## config.mk

```make
export PLATFORM = sky130hd
export DESIGN_NAME = convex_hull_monotone_chain
export DESIGN_NICKNAME = d
export VERILOG_FILES = /design/src/rtl/cvh_pkg.sv /design/src/rtl/convex_hull_monotone_chain.sv
export SDC_FILE = /design/constraint.sdc
export NUM_CORES = 2
export LEC_CHECK = 0
export BUFFER_PORTS_ARGS = -buffer_cell sky130_fd_sc_hd__buf_2
export CAP_MARGIN = 15
export CORE_MARGIN = 2
export CORE_UTILIZATION = 60
export DETAILED_ROUTE_END_ITERATION = 10
export HOLD_SLACK_MARGIN = 0.06
export MAX_ROUTING_LAYER = met4
export PLACE_DENSITY = 0.86
export SYNTH_ARGS = -nofsm -noshare
export SYNTH_HDL_FRONTEND = slang
export SYNTH_SLANG_ARGS = --single-unit
```

## constraint.sdc

```tcl
create_clock -name clk_i -period 13.9 [get_ports clk_i]
set_input_delay 2.78 -clock clk_i [delete_from_list [all_inputs] [get_ports clk_i]]
set_output_delay 2.78 -clock clk_i [all_outputs]
set_load 0.1 [all_outputs]
```

## src/rtl/cvh_pkg.sv

```systemverilog
package cvh_pkg;

  localparam int CoordBits  = 16;
  localparam int MaxPoints  = 32;
  localparam int MaxResults = 32;
  localparam int IdxBits    = $clog2(MaxPoints);
  localparam int CntBits    = IdxBits + 1;
  localparam int DiffBits   = CoordBits + 1;
  localparam int ProdBits   = 2 * DiffBits;
  localparam int AccBits    = ProdBits + 1;

  typedef struct packed {
    logic signed [CoordBits-1:0] x_coord;
    logic signed [CoordBits-1:0] y_coord;
    logic                        last_point;
  } pt_in_t;

  typedef struct packed {
    logic [4:0]                  hull_index;
    logic signed [CoordBits-1:0] hull_x;
    logic signed [CoordBits-1:0] hull_y;
    logic                        final_vertex;
    logic                        overflow;
  } hull_out_t;

  typedef struct packed {
    logic signed [CoordBits-1:0] x;
    logic signed [CoordBits-1:0] y;
  } pt_t;

  typedef enum logic [3:0] {
    ST_IDLE,
    ST_SORT_KEY,
    ST_SORT_STEP,
    ST_CH_INIT,
    ST_CH_P,
    ST_CH_B,
    ST_CH_A,
    ST_MUL,
    ST_DEC,
    ST_EMIT
  } state_e;

endpackage

```

## src/rtl/convex_hull_monotone_chain.sv

```systemverilog
// Channel  Dir  Handshake                Beat
// in       in   in_valid_i / in_stall_o  cvh_pkg::pt_in_t    (one point)
// out      out  out_valid_o / out_stall_i cvh_pkg::hull_out_t (one hull vertex)
//
// A point beat is taken while idle; no result follows unless it is the last.
// After the last point: insertion sort, then for each of the n-1 chain points
// a push onto the upper and then the lower chain after its pop tests, every pop test
// on one shared 17x17 multiplier, then one vertex per cycle unless stalled.
// Reset clears all control; point and chain stores hold no reset value.
// The input is stalled from the last point until the final vertex is loaded.
module convex_hull_monotone_chain (
  input  logic               clk_i,
  input  logic               rst_ni,
  input  logic               in_valid_i,
  output logic               in_stall_o,
  input  cvh_pkg::pt_in_t    in_data_i,
  output logic               out_valid_o,
  input  logic               out_stall_i,
  output cvh_pkg::hull_out_t out_data_o
);

  localparam int IB = cvh_pkg::IdxBits;
  localparam int CB = cvh_pkg::CntBits;

  // stores, one read address each per cycle; the upper and lower chain stores share one
  cvh_pkg::pt_t   pts_q [cvh_pkg::MaxPoints];
  logic [IB-1:0]  ord_q [cvh_pkg::MaxPoints];
  logic [IB-1:0]  up_q  [cvh_pkg::MaxPoints];
  logic [IB-1:0]  lo_q  [cvh_pkg::MaxPoints];

  cvh_pkg::state_e state_q, state_d;
  logic [CB-1:0] cnt_q, cnt_d;
  logic          drop_q, drop_d;
  logic [CB-1:0] i_q, i_d;
  logic [IB-1:0] j_q, j_d;
  logic          upc_q, upc_d;      // working on the upper chain
  logic [CB-1:0] utop_q, utop_d, ltop_q, ltop_d;
  logic [IB-1:0] pidx_q, pidx_d;
  cvh_pkg::pt_t  kp_q, kp_d;        // key point (sort) / new point (chains)
  cvh_pkg::pt_t  bp_q, bp_d, ap_q, ap_d;
  logic [1:0]    mc_q, mc_d;
  logic signed [cvh_pkg::AccBits-1:0] cr_q, cr_d, dt_q, dt_d;
  logic          elo_q, elo_d;      // emitting the lower chain
  logic [IB-1:0] e_q, e_d, k_q, k_d;
  logic          ov_q, ov_d;
  cvh_pkg::hull_out_t od_q, od_d;

  // read ports
  logic [IB-1:0] ord_ra, ch_ra, pts_ra, ord_rd, ch_rd;
  logic          ch_upper;
  cvh_pkg::pt_t  pts_rd;

  // write ports
  logic          pts_we, ord_we, up_we, lo_we;
  logic [IB-1:0] pts_wa, ord_wa, up_wa, lo_wa;
  logic [IB-1:0] ord_wd, up_wd, lo_wd;

  // shared multiplier
  logic signed [cvh_pkg::DiffBits-1:0] ux, uy, vx, vy, mul_a, mul_b;
  logic signed [cvh_pkg::ProdBits-1:0] prod;

  logic          push, pop, load, last_v, key_first;
  logic [IB-1:0] push_j;

  assign ord_rd = ord_q[ord_ra];
  assign ch_rd  = ch_upper ? up_q[ch_ra] : lo_q[ch_ra];
  assign pts_rd = pts_q[pts_ra];

  assign ux = cvh_pkg::DiffBits'(bp_q.x) - cvh_pkg::DiffBits'(ap_q.x);
  assign uy = cvh_pkg::DiffBits'(bp_q.y) - cvh_pkg::DiffBits'(ap_q.y);
  assign vx = cvh_pkg::DiffBits'(kp_q.x) - cvh_pkg::DiffBits'(bp_q.x);
  assign vy = cvh_pkg::DiffBits'(kp_q.y) - cvh_pkg::DiffBits'(bp_q.y);

  always_comb begin
    case (mc_q)
      2'd0:    begin mul_a = ux; mul_b = vy; end
      2'd1:    begin mul_a = uy; mul_b = vx; end
      2'd2:    begin mul_a = ux; mul_b = vx; end
      default: begin mul_a = uy; mul_b = vy; end
    endcase
  end
  assign prod = mul_a * mul_b;

  // sort order: x, then y; ties keep arrival order since the key came later
  assign key_first = (kp_q.x < pts_rd.x) ||
                     ((kp_q.x == pts_rd.x) && (kp_q.y < pts_rd.y));

  // upper pops on a left turn, lower on a right turn, both on a forward overlap
  assign pop = (cr_q == '0) ? (dt_q > 0) : (upc_q ? (cr_q > 0) : (cr_q < 0));

  assign last_v = (k_q == IB'(cvh_pkg::MaxResults - 1)) ||
                  (elo_q ? (e_q == IB'(1))
                         : (({1'b0, e_q} == utop_q - CB'(1)) && (ltop_q < CB'(3))));

  assign in_stall_o  = (state_q != cvh_pkg::ST_IDLE);
  assign out_valid_o = ov_q;
  assign out_data_o  = od_q;

  always_comb begin
    state_d = state_q;
    cnt_d = cnt_q;   drop_d = drop_q;  i_d = i_q;     j_d = j_q;
    upc_d = upc_q;   utop_d = utop_q;  ltop_d = ltop_q;
    pidx_d = pidx_q; kp_d = kp_q;      bp_d = bp_q;   ap_d = ap_q;
    mc_d = mc_q;     cr_d = cr_q;      dt_d = dt_q;
    elo_d = elo_q;   e_d = e_q;        k_d = k_q;
    ov_d = ov_q && out_stall_i;
    od_d = od_q;
    ord_ra = '0; ch_ra = '0; pts_ra = '0; ch_upper = upc_q;
    pts_we = 1'b0; pts_wa = cnt_q[IB-1:0];
    ord_we = 1'b0; ord_wa = '0; ord_wd = '0;
    up_we = 1'b0;  up_wa = '0;  up_wd = '0;
    lo_we = 1'b0;  lo_wa = '0;  lo_wd = '0;
    push = 1'b0;   push_j = j_q;  load = 1'b0;

    case (state_q)
      cvh_pkg::ST_IDLE: begin
        if (in_valid_i) begin
          if (cnt_q < CB'(cvh_pkg::MaxPoints)) begin
            pts_we = 1'b1;
            cnt_d  = cnt_q + CB'(1);
          end else begin
            drop_d = 1'b1;
          end
          if (in_data_i.last_point) begin
            ord_we  = 1'b1;
            i_d     = CB'(1);
            state_d = cvh_pkg::ST_SORT_KEY;
          end
        end
      end
      cvh_pkg::ST_SORT_KEY: begin
        pts_ra = i_q[IB-1:0];
        if (i_q == cnt_q) begin
          state_d = cvh_pkg::ST_CH_INIT;
        end else begin
          kp_d    = pts_rd;
          j_d     = i_q[IB-1:0];
          state_d = cvh_pkg::ST_SORT_STEP;
        end
      end
      cvh_pkg::ST_SORT_STEP: begin
        ord_ra = j_q - IB'(1);
        pts_ra = ord_rd;
        ord_we = 1'b1;
        ord_wa = j_q;
        if ((j_q != '0) && key_first) begin
          ord_wd = ord_rd;
          j_d    = j_q - IB'(1);
        end else begin
          ord_wd  = i_q[IB-1:0];
          i_d     = i_q + CB'(1);
          state_d = cvh_pkg::ST_SORT_KEY;
        end
      end
      cvh_pkg::ST_CH_INIT: begin
        up_we  = 1'b1; up_wd = ord_rd;
        lo_we  = 1'b1; lo_wd = ord_rd;
        utop_d = CB'(1);
        ltop_d = CB'(1);
        i_d    = CB'(1);
        if (cnt_q == CB'(1)) begin
          elo_d = 1'b0; e_d = '0; k_d = '0;
          state_d = cvh_pkg::ST_EMIT;
        end else begin
          state_d = cvh_pkg::ST_CH_P;
        end
      end
      cvh_pkg::ST_CH_P: begin
        ord_ra  = i_q[IB-1:0];
        pts_ra  = ord_rd;
        pidx_d  = ord_rd;
        kp_d    = pts_rd;
        upc_d   = 1'b1;
        j_d     = IB'(utop_q - CB'(1));
        state_d = cvh_pkg::ST_CH_B;
      end
      cvh_pkg::ST_CH_B: begin
        ch_ra  = j_q;
        pts_ra = ch_rd;
        if (j_q == '0) begin
          push = 1'b1;
        end else begin
          bp_d    = pts_rd;
          state_d = cvh_pkg::ST_CH_A;
        end
      end
      cvh_pkg::ST_CH_A: begin
        ch_ra   = j_q - IB'(1);
        pts_ra  = ch_rd;
        ap_d    = pts_rd;
        mc_d    = 2'd0;
        state_d = cvh_pkg::ST_MUL;
      end
      cvh_pkg::ST_MUL: begin
        case (mc_q)
          2'd0:    cr_d = cvh_pkg::AccBits'(prod);
          2'd1:    cr_d = cr_q - cvh_pkg::AccBits'(prod);
          2'd2:    dt_d = cvh_pkg::AccBits'(prod);
          default: dt_d = dt_q + cvh_pkg::AccBits'(prod);
        endcase
        mc_d = mc_q + 2'd1;
        if (mc_q == 2'd3) begin
          state_d = cvh_pkg::ST_DEC;
        end
      end
      cvh_pkg::ST_DEC: begin
        if (pop) begin
          j_d = j_q - IB'(1);
          if (j_q == IB'(1)) begin
            push   = 1'b1;
            push_j = '0;
          end else begin
            bp_d    = ap_q;
            state_d = cvh_pkg::ST_CH_A;
          end
        end else begin
          push = 1'b1;
        end
      end
      cvh_pkg::ST_EMIT: begin
        ch_upper = !elo_q;
        ch_ra    = e_q;
        pts_ra   = ch_rd;
        if (!ov_q || !out_stall_i) begin
          load              = 1'b1;
          ov_d              = 1'b1;
          od_d.hull_index   = 5'(ch_rd);
          od_d.hull_x       = pts_rd.x;
          od_d.hull_y       = pts_rd.y;
          od_d.final_vertex = last_v;
          od_d.overflow     = drop_q;
          k_d               = k_q + IB'(1);
          if (last_v) begin
            cnt_d   = '0;
            drop_d  = 1'b0;
            state_d = cvh_pkg::ST_IDLE;
          end else if (elo_q) begin
            e_d = e_q - IB'(1);
          end else if ({1'b0, e_q} == utop_q - CB'(1)) begin
            elo_d = 1'b1;
            e_d   = IB'(ltop_q - CB'(2));
          end else begin
            e_d = e_q + IB'(1);
          end
        end
      end
      default: state_d = cvh_pkg::ST_IDLE;
    endcase

    // append the new point after the surviving tail, then move on
    if (push) begin
      if (upc_q) begin
        up_we  = 1'b1; up_wa = push_j + IB'(1); up_wd = pidx_q;
        utop_d = CB'(push_j) + CB'(2);
        upc_d  = 1'b0;
        j_d    = IB'(ltop_q - CB'(1));
        state_d = cvh_pkg::ST_CH_B;
      end else begin
        lo_we  = 1'b1; lo_wa = push_j + IB'(1); lo_wd = pidx_q;
        ltop_d = CB'(push_j) + CB'(2);
        i_d    = i_q + CB'(1);
        if (i_q + CB'(1) == cnt_q) begin
          elo_d = 1'b0; e_d = '0; k_d = '0;
          state_d = cvh_pkg::ST_EMIT;
        end else begin
          state_d = cvh_pkg::ST_CH_P;
        end
      end
    end
  end

  always_ff @(posedge clk_i or negedge rst_ni) begin
    if (!rst_ni) begin
      state_q <= cvh_pkg::ST_IDLE;
      cnt_q   <= '0;
      drop_q  <= 1'b0;
      ov_q    <= 1'b0;
      i_q     <= '0;
      j_q     <= '0;
      upc_q   <= 1'b0;
      utop_q  <= '0;
      ltop_q  <= '0;
      mc_q    <= '0;
      elo_q   <= 1'b0;
      e_q     <= '0;
      k_q     <= '0;
    end else begin
      state_q <= state_d;
      cnt_q   <= cnt_d;
      drop_q  <= drop_d;
      ov_q    <= ov_d;
      i_q     <= i_d;
      j_q     <= j_d;
      upc_q   <= upc_d;
      utop_q  <= utop_d;
      ltop_q  <= ltop_d;
      mc_q    <= mc_d;
      elo_q   <= elo_d;
      e_q     <= e_d;
      k_q     <= k_d;
    end
  end

  always_ff @(posedge clk_i) begin
    pidx_q <= pidx_d;
    kp_q   <= kp_d;
    bp_q   <= bp_d;
    ap_q   <= ap_d;
    cr_q   <= cr_d;
    dt_q   <= dt_d;
    od_q   <= od_d;
    if (pts_we) begin
      pts_q[pts_wa] <= '{x: in_data_i.x_coord, y: in_data_i.y_coord};
    end
    if (ord_we) ord_q[ord_wa] <= ord_wd;
    if (up_we)  up_q[up_wa]   <= up_wd;
    if (lo_we)  lo_q[lo_wa]   <= lo_wd;
  end

  a_cnt_range: assert property (@(posedge clk_i) disable iff (!rst_ni)
    cnt_q <= CB'(cvh_pkg::MaxPoints))
    else $error("point count beyond capacity");

  a_pop_has_mid: assert property (@(posedge clk_i) disable iff (!rst_ni)
    (state_q == cvh_pkg::ST_MUL || state_q == cvh_pkg::ST_DEC) |-> (j_q != '0))
    else $error("pop test without a middle point");

  a_no_overwrite: assert property (@(posedge clk_i) disable iff (!rst_ni)
    !(load && ov_q && out_stall_i))
    else $error("held vertex overwritten");

  a_final_idle: assert property (@(posedge clk_i) disable iff (!rst_ni)
    (load && last_v) |=> (state_q == cvh_pkg::ST_IDLE && cnt_q == '0 && !drop_q))
    else $error("set state not cleared after final vertex");

endmodule

```

# == Word level (Yosys, flattened, before mapping) ==
# Memory sizes are Yosys's and may differ from the RTL's.
# Cells that the tools add are included.
# word_totals
regBits,259
mem_bits_rw,1504
input_bits,37
out_inout_bits,41
mem_count,4
# op_classes
add_sub_neg,18
n_mul,1
magnitude_cmp,7
n_eq_ne,38
muxes,129
n_bitwise,1
reduce_logical,34
# mem_list
name,words,width,read_ports,rd_ports_with_merged_regs,wr,line,text
pts_q,32,32,1,0,1,convex_hull_monotone_chain.sv:26,cvh_pkg::pt_t pts_q [cvh_pkg::MaxPoints];
lo_q,32,5,1,0,1,convex_hull_monotone_chain.sv:29,logic [IB-1:0] lo_q [cvh_pkg::MaxPoints];
ord_q,32,5,1,0,1,convex_hull_monotone_chain.sv:27,logic [IB-1:0] ord_q [cvh_pkg::MaxPoints];
up_q,32,5,1,0,1,convex_hull_monotone_chain.sv:28,logic [IB-1:0] up_q [cvh_pkg::MaxPoints];
# ops
operator,n
5-bit 2-to-1 mux,34
35-bit case mux with 2 select lines,2
32-bit 2-to-1 mux,4
32-bit case mux with 2 select lines,2
6-bit 2-to-1 mux,15
35-bit by 1-bit greater-than comparator with 1-bit output (second input constant),2
16-bit by 16-bit subtractor with 17-bit output,4
4-bit 2-to-1 mux,13
1-bit 2-to-1 mux,43
4-bit case mux with 10 select lines,1
35-bit by 34-bit adder with 35-bit output,1
35-bit zero test,1
35-bit by 1-bit less-than comparator with 1-bit output (second input constant),1
35-bit by 34-bit subtractor with 35-bit output,1
17-bit by 17-bit multiplier with 34-bit output,1
17-bit 2-to-1 mux,2
16-bit less-than comparator,2
5-bit case mux with 2 select lines,3
5-bit case mux with 3 select lines,2
3-bit != test (second input constant),9
5-bit case mux with 4 select lines,1
2-bit != test (second input constant),9
6-bit case mux with 3 select lines,1
16-bit == test,1
39 further kinds,73

# == Depth between registers and ports, before layout ==
# An unclocked memory read counts as a cell.
# depth
word_depth,14
ltp_mapped,53
ltp_nobuf,52

# == Least setup slack after synthesis ==
# OpenSTA, ideal clock, no wires.
# synth_timing
kind,reg-to-reg
startpoint,register bp_q[1] (netlist name)
endpoint,"register dt_q[34] (netlist name), data pin"
setup_time_ns,0.258
t_arrival_ns,10.794
required_time_ns,13.642
setup_slack_ns,2.848
stages_incl_launch_ff,46
path_buffers,1
synth_period_minus_slack_ns,11.052
path_cell_list,edfxtp_1 -> ha_1 -> nor2b_1 -> o21ai_0 -> a21boi_0 -> o21ai_0 -> a21boi_0 -> o21ai_0 -> a21boi_0 -> o21ai_0 -> a21boi_0 -> o21ai_0 -> a21boi_0 -> or4_1 -> o31ai_1 -> clkbuf_1 -> nand2_1 -> fa_1 -> [10 not listed] -> a21oi_1 -> o311ai_0 -> a31o_2 -> a21oi_1 -> xor2_1 -> inv_1 -> ha_1 -> or2_2 -> a21boi_0 -> o41ai_1 -> o21ai_0 -> o311ai_0 -> a21boi_0 -> o21ai_0 -> a211oi_1 -> or4b_2 -> a31oi_1 -> xnor2_1
# synth_between
elab_chain_len,5
# synth_rtl
element,line,text
"start, declared",convex_hull_monotone_chain.sv:40,"cvh_pkg::pt_t bp_q, bp_d, ap_q, ap_d;"
"start signal, assigned",convex_hull_monotone_chain.sv:307,bp_q <= bp_d;
"16-bit by 16-bit subtractor with 17-bit output, on equally long branches","convex_hull_monotone_chain.sv:70, convex_hull_monotone_chain.sv:72",
17-bit 2-to-1 mux,convex_hull_monotone_chain.sv:75,case (mc_q)
17-bit by 17-bit multiplier with 34-bit output *,convex_hull_monotone_chain.sv:82,assign prod = mul_a * mul_b;
35-bit by 34-bit adder with 35-bit output,convex_hull_monotone_chain.sv:199,default: dt_d = dt_q + cvh_pkg::AccBits'(prod);
35-bit case mux with 2 select lines *,convex_hull_monotone_chain.sv:195,case (mc_q)
"end signal, assigned",convex_hull_monotone_chain.sv:310,dt_q <= dt_d;
"end, declared",convex_hull_monotone_chain.sv:42,"logic signed [cvh_pkg::AccBits-1:0] cr_q, cr_d, dt_q, dt_d;"
# Mark *: on every way between the ends. The rest lies on a longest branch, timed or not.
# A chain may end at the register's enable or synchronous reset.

# == Worst setup path after layout ==
# Same ends and word-level chain as after synthesis.

==> flow_results.org <==
** Run status
- The run finished with clean final reports.

** Min path
- Along the worst hold path, the cell count comes to 1.
- Hold crit path type :: reg2reg
- The worst hold path begins at k_q[3].
- Hold path endpoint :: k_q[3]

** Clock network
- Cells resized by post-CTS repair :: 0
- Hold bufs inserted after CTS :: 0
- CTS buffer count :: 171
- The later pin in the worst-skew pair is clocked with a latency of 860 ps.
- After clock tree synthesis, the clock-pin slew on the worst setup and hold paths is 60 ps.
- Number of clock sinks :: 1763
- Once the clock tree was built, the setup fixing pass inserted 0 buffers.
- TritonCTS built the clock tree.
- The tree is rooted in a sky130_fd_sc_hd__clkbuf_16.
- Longest Clk Path Bufs :: 3
- The clock tree synthesis step divided the H-tree into 4 levels.

** Logic synthesis
- After synthesis, the netlist uses 107 different library cells.
- sky130_fd_sc_hd__edfxtp_1 takes more of the synthesized area than any other cell.
- Sequential fraction of the synthesis area :: 58.2%
- Avg Synthesized Cell Area :: 12.3 sq um
- Leading post-synthesis cells by cell area :: sky130_fd_sc_hd__edfxtp_1 (57%), sky130_fd_sc_hd__fa_1 (6.7%), sky130_fd_sc_hd__nand2_1 (4.2%), sky130_fd_sc_hd__ha_1 (3.7%), sky130_fd_sc_hd__a211oi_1 (3.0%)
- Number of cells produced by synthesis :: 7388
- Sorting the synthesized cells by how often they occur yields sky130_fd_sc_hd__edfxtp_1 (1714), sky130_fd_sc_hd__nand2_1 (1023), sky130_fd_sc_hd__inv_1 (552).
- Number of enable flip-flop cells after synthesis :: 1714
- Top-count cell post-synth :: sky130_fd_sc_hd__edfxtp_1
- Total of flip-flops plus latches after synthesis :: 1763
- Post-synthesis instance area :: 90600 sq um
- Number of synthesis warnings :: 0
- Of all flip-flops after synthesis, the portion carrying an async set or reset was 2.78%.
- Area share of the largest cell type after synthesis :: 56.8%
- The most used flip-flop cell after synthesis is sky130_fd_sc_hd__edfxtp_1.
- Net count after synthesis :: 7994

** Placement
- The count of buffers added on input and output ports is 77.
- Detailed placement finished with a half-perimeter wire length of 144000 um.
- Gpl congestion :: 0.982

** Cells and area
- The area growth from synthesis to layout is 9.21%.
- Area used by multi-input combinational logic :: 34500 sq um
- The filler cells instantiated in the layout total 10000.
- Reg area :: 52700 sq um
- Cells with a size suffix above 1 make up 8.12% of the layout.
- Net count of the finished layout :: 7976

** STA
- Setup total negative slack on the finished layout was measured at 0 ps.
- Slew at the pin closest to its max-slew limit :: 1300 ps
- Headroom to the max-slew limit came out at 13.3%.
- The number of max-slew violations in the final report was 0.
- Final number of hold-violating endpoints :: 0
- Setup violations remaining at the end of the flow were counted as 0.
- The routed design could run at a clock period as short as 12730 ps.
- Clock tree skew after final layout :: 92.8 ps
- Fmax achieved :: 78.6 MHz
- Setup repair after global routing left no endpoint under its margin.
- Final cycle utilization of the critical path :: 91.6%

** Floorplanning
- The region available for standard cell placement spans 150000 sq um.
- Number of placement rows :: 142
- For this configuration, the core starts out at a cell density of 60.5%.
- The floorplan step defined a die boundary enclosing 154000 sq um.
- Measured along the y axis, the die boundary spans 393 um.
- Number of top-level design ports :: 78
- In this run the horizontal extent of the chip is 393 um.

** Worst setup path
- Setup slack on the worst reg-to-reg path comes out at 1170 ps.
- The largest single stage delay on the critical path is 640 ps.
- Cell depth of the worst flop-to-flop path :: 48
- Slowest library cell on the worst path :: sky130_fd_sc_hd__or4b_2
- Largest delay share family, worst path :: compound AO/OA/AOI/OAI gates
- Of all nets on the critical path, the largest fanout is 17.
- The worst setup path is launched from a register.
- Counting stages on the worst path, the most repeated cell is sky130_fd_sc_hd__o21ai_0.
- The worst register-to-register path ends at dt_q[34].
- Crit. End Element :: register
- Arrival time of the worst setup path :: 13270 ps
- Startpoint of the worst register-to-register path :: bp_q[1]
- CP Class :: reg2reg
- Sum of buffers and inverters on the critical path :: 7
- STA puts the critical path data required time at 14440 ps.

** Drt
- The final route contains 62000 vias.
- Initial DRC count :: 8252
- The first detailed-routing pass ran for 7 iterations.
- In this run the remaining antenna-violating nets after routing total 0.
- Average routed wire per standard cell :: 24.9 um
- Via-to-Cell Ratio :: 6.49
- After detailed routing, the total wire length is 238000 um.
- In the routed design, unresolved DRC markers number 0.

** GRT
- Leftover overflow at the end of global routing :: 0
- The number of antenna violations at the first check in global routing came to 27.
- Global routing used 31.6% of the available tracks across all layers.
- Wire length of the first global-routing pass :: 358000 um
- The number of global-route vias before repair came to 61500.
- Entering global routing, the biggest net connects 177 pins.

** Job
- Number of max-cap violations :: 0
-- per-layer routing --
metal | wire, um | track usage, % | share of wire (%)
met1 | 85500 | 39.6 | 36
met2 | 111000 | 48.6 | 47
met3 | 29400 | 8.07 | 12
met4 | 12200 | 14.5 | 5.1
met5 | 0 | - | 0
-- sequential cells by signal, indices dropped and copies added (netlist names), 35 cells and up --
register and count:
dt_q 35, lo_q 160, ord_q 160, out_data_o 39, up_q 160, pts_q 1024, cr_q 35
-- logic make-up (layout without fill, tap and decap cells) --
logic type / count (synthesis) / in the layout / share of synthesized area, %
AO/OA/AOI/OAI: 1456 / 1456 / 11.0
XOR/XNOR: 161 / 161 / 1.56
adder cells (fa/ha/maj): 572 / 572 / 10.4
buffers and inverters: 949 / 1070 / 4.19
flip-flops: 1763 / 1763 / 58.2
multiplexers: 265 / 265 / 3.37
other: 0 / 24 / 0
AND/OR/NAND/NOR: 2222 / 2222 / 11.3
-- how the worst max path moves through the flow --
stage,slack (ps),startpoint,endpoint,cells past startpoint
after global placement,1740,bp_q[1],dt_q[34],45
after floorplan,2850,bp_q[1],dt_q[34],45
after CTS,1430,bp_q[17],dt_q[34],45
final,1170,bp_q[1],dt_q[34],48
after detailed placement,1430,bp_q[17],dt_q[34],45
after global routing,200,bp_q[1],dt_q[34],48
-- layout make-up --
cell class	instances	area share [%]
repair buffers	204	1.54
multi-input cells	4676	34.8
inverters	554	2.10
diodes	24	0.0607
flip-flops and latches	1763	53.3
well taps	2016	2.55
clock buffers	206	4.47
clock inverters	106	1.15
-- stage by stage --
step	cell area (sq um)	hold slack (ps)	std cells	worst slack [ps]	util [%]
global placement	93200	469	9208	1740	62.2
detailed placement	93200	484	9210	1430	62.2
CTS	98800	479	9522	1430	65.9
global route	98900	489	9544	196	66.0
finish	98900	498	9549	1170	66.0
floorplan	90600	426	7388	2850	-
-- placed cells by master (no fill, tap or decap), types with 44 or more instances in the layout --
cell type                   count
sky130_fd_sc_hd__a211oi_1     357
sky130_fd_sc_hd__ha_1         265
sky130_fd_sc_hd__a31oi_1      147
sky130_fd_sc_hd__dfrtp_1       49
sky130_fd_sc_hd__a21oi_1      280
sky130_fd_sc_hd__fa_1         303
sky130_fd_sc_hd__nor2b_1       44
sky130_fd_sc_hd__clkbuf_16    171
sky130_fd_sc_hd__and3_1        53
sky130_fd_sc_hd__nand2b_1      46
sky130_fd_sc_hd__mux2i_1      213
sky130_fd_sc_hd__nor2_1       340
sky130_fd_sc_hd__edfxtp_1    1714
sky130_fd_sc_hd__xor2_1        52
sky130_fd_sc_hd__buf_4        114
sky130_fd_sc_hd__buf_2         77
sky130_fd_sc_hd__inv_1        552
sky130_fd_sc_hd__a21boi_0      44
sky130_fd_sc_hd__and2_1       312
sky130_fd_sc_hd__nand2_1     1022
sky130_fd_sc_hd__nand3_1      119
sky130_fd_sc_hd__xnor2_1      109
sky130_fd_sc_hd__a311oi_1     158
sky130_fd_sc_hd__nor3_1       100
sky130_fd_sc_hd__o21ai_0      206
Power is not shown: default switching activity piles up to over one toggle a cycle in this logic, so the estimate is an artifact.
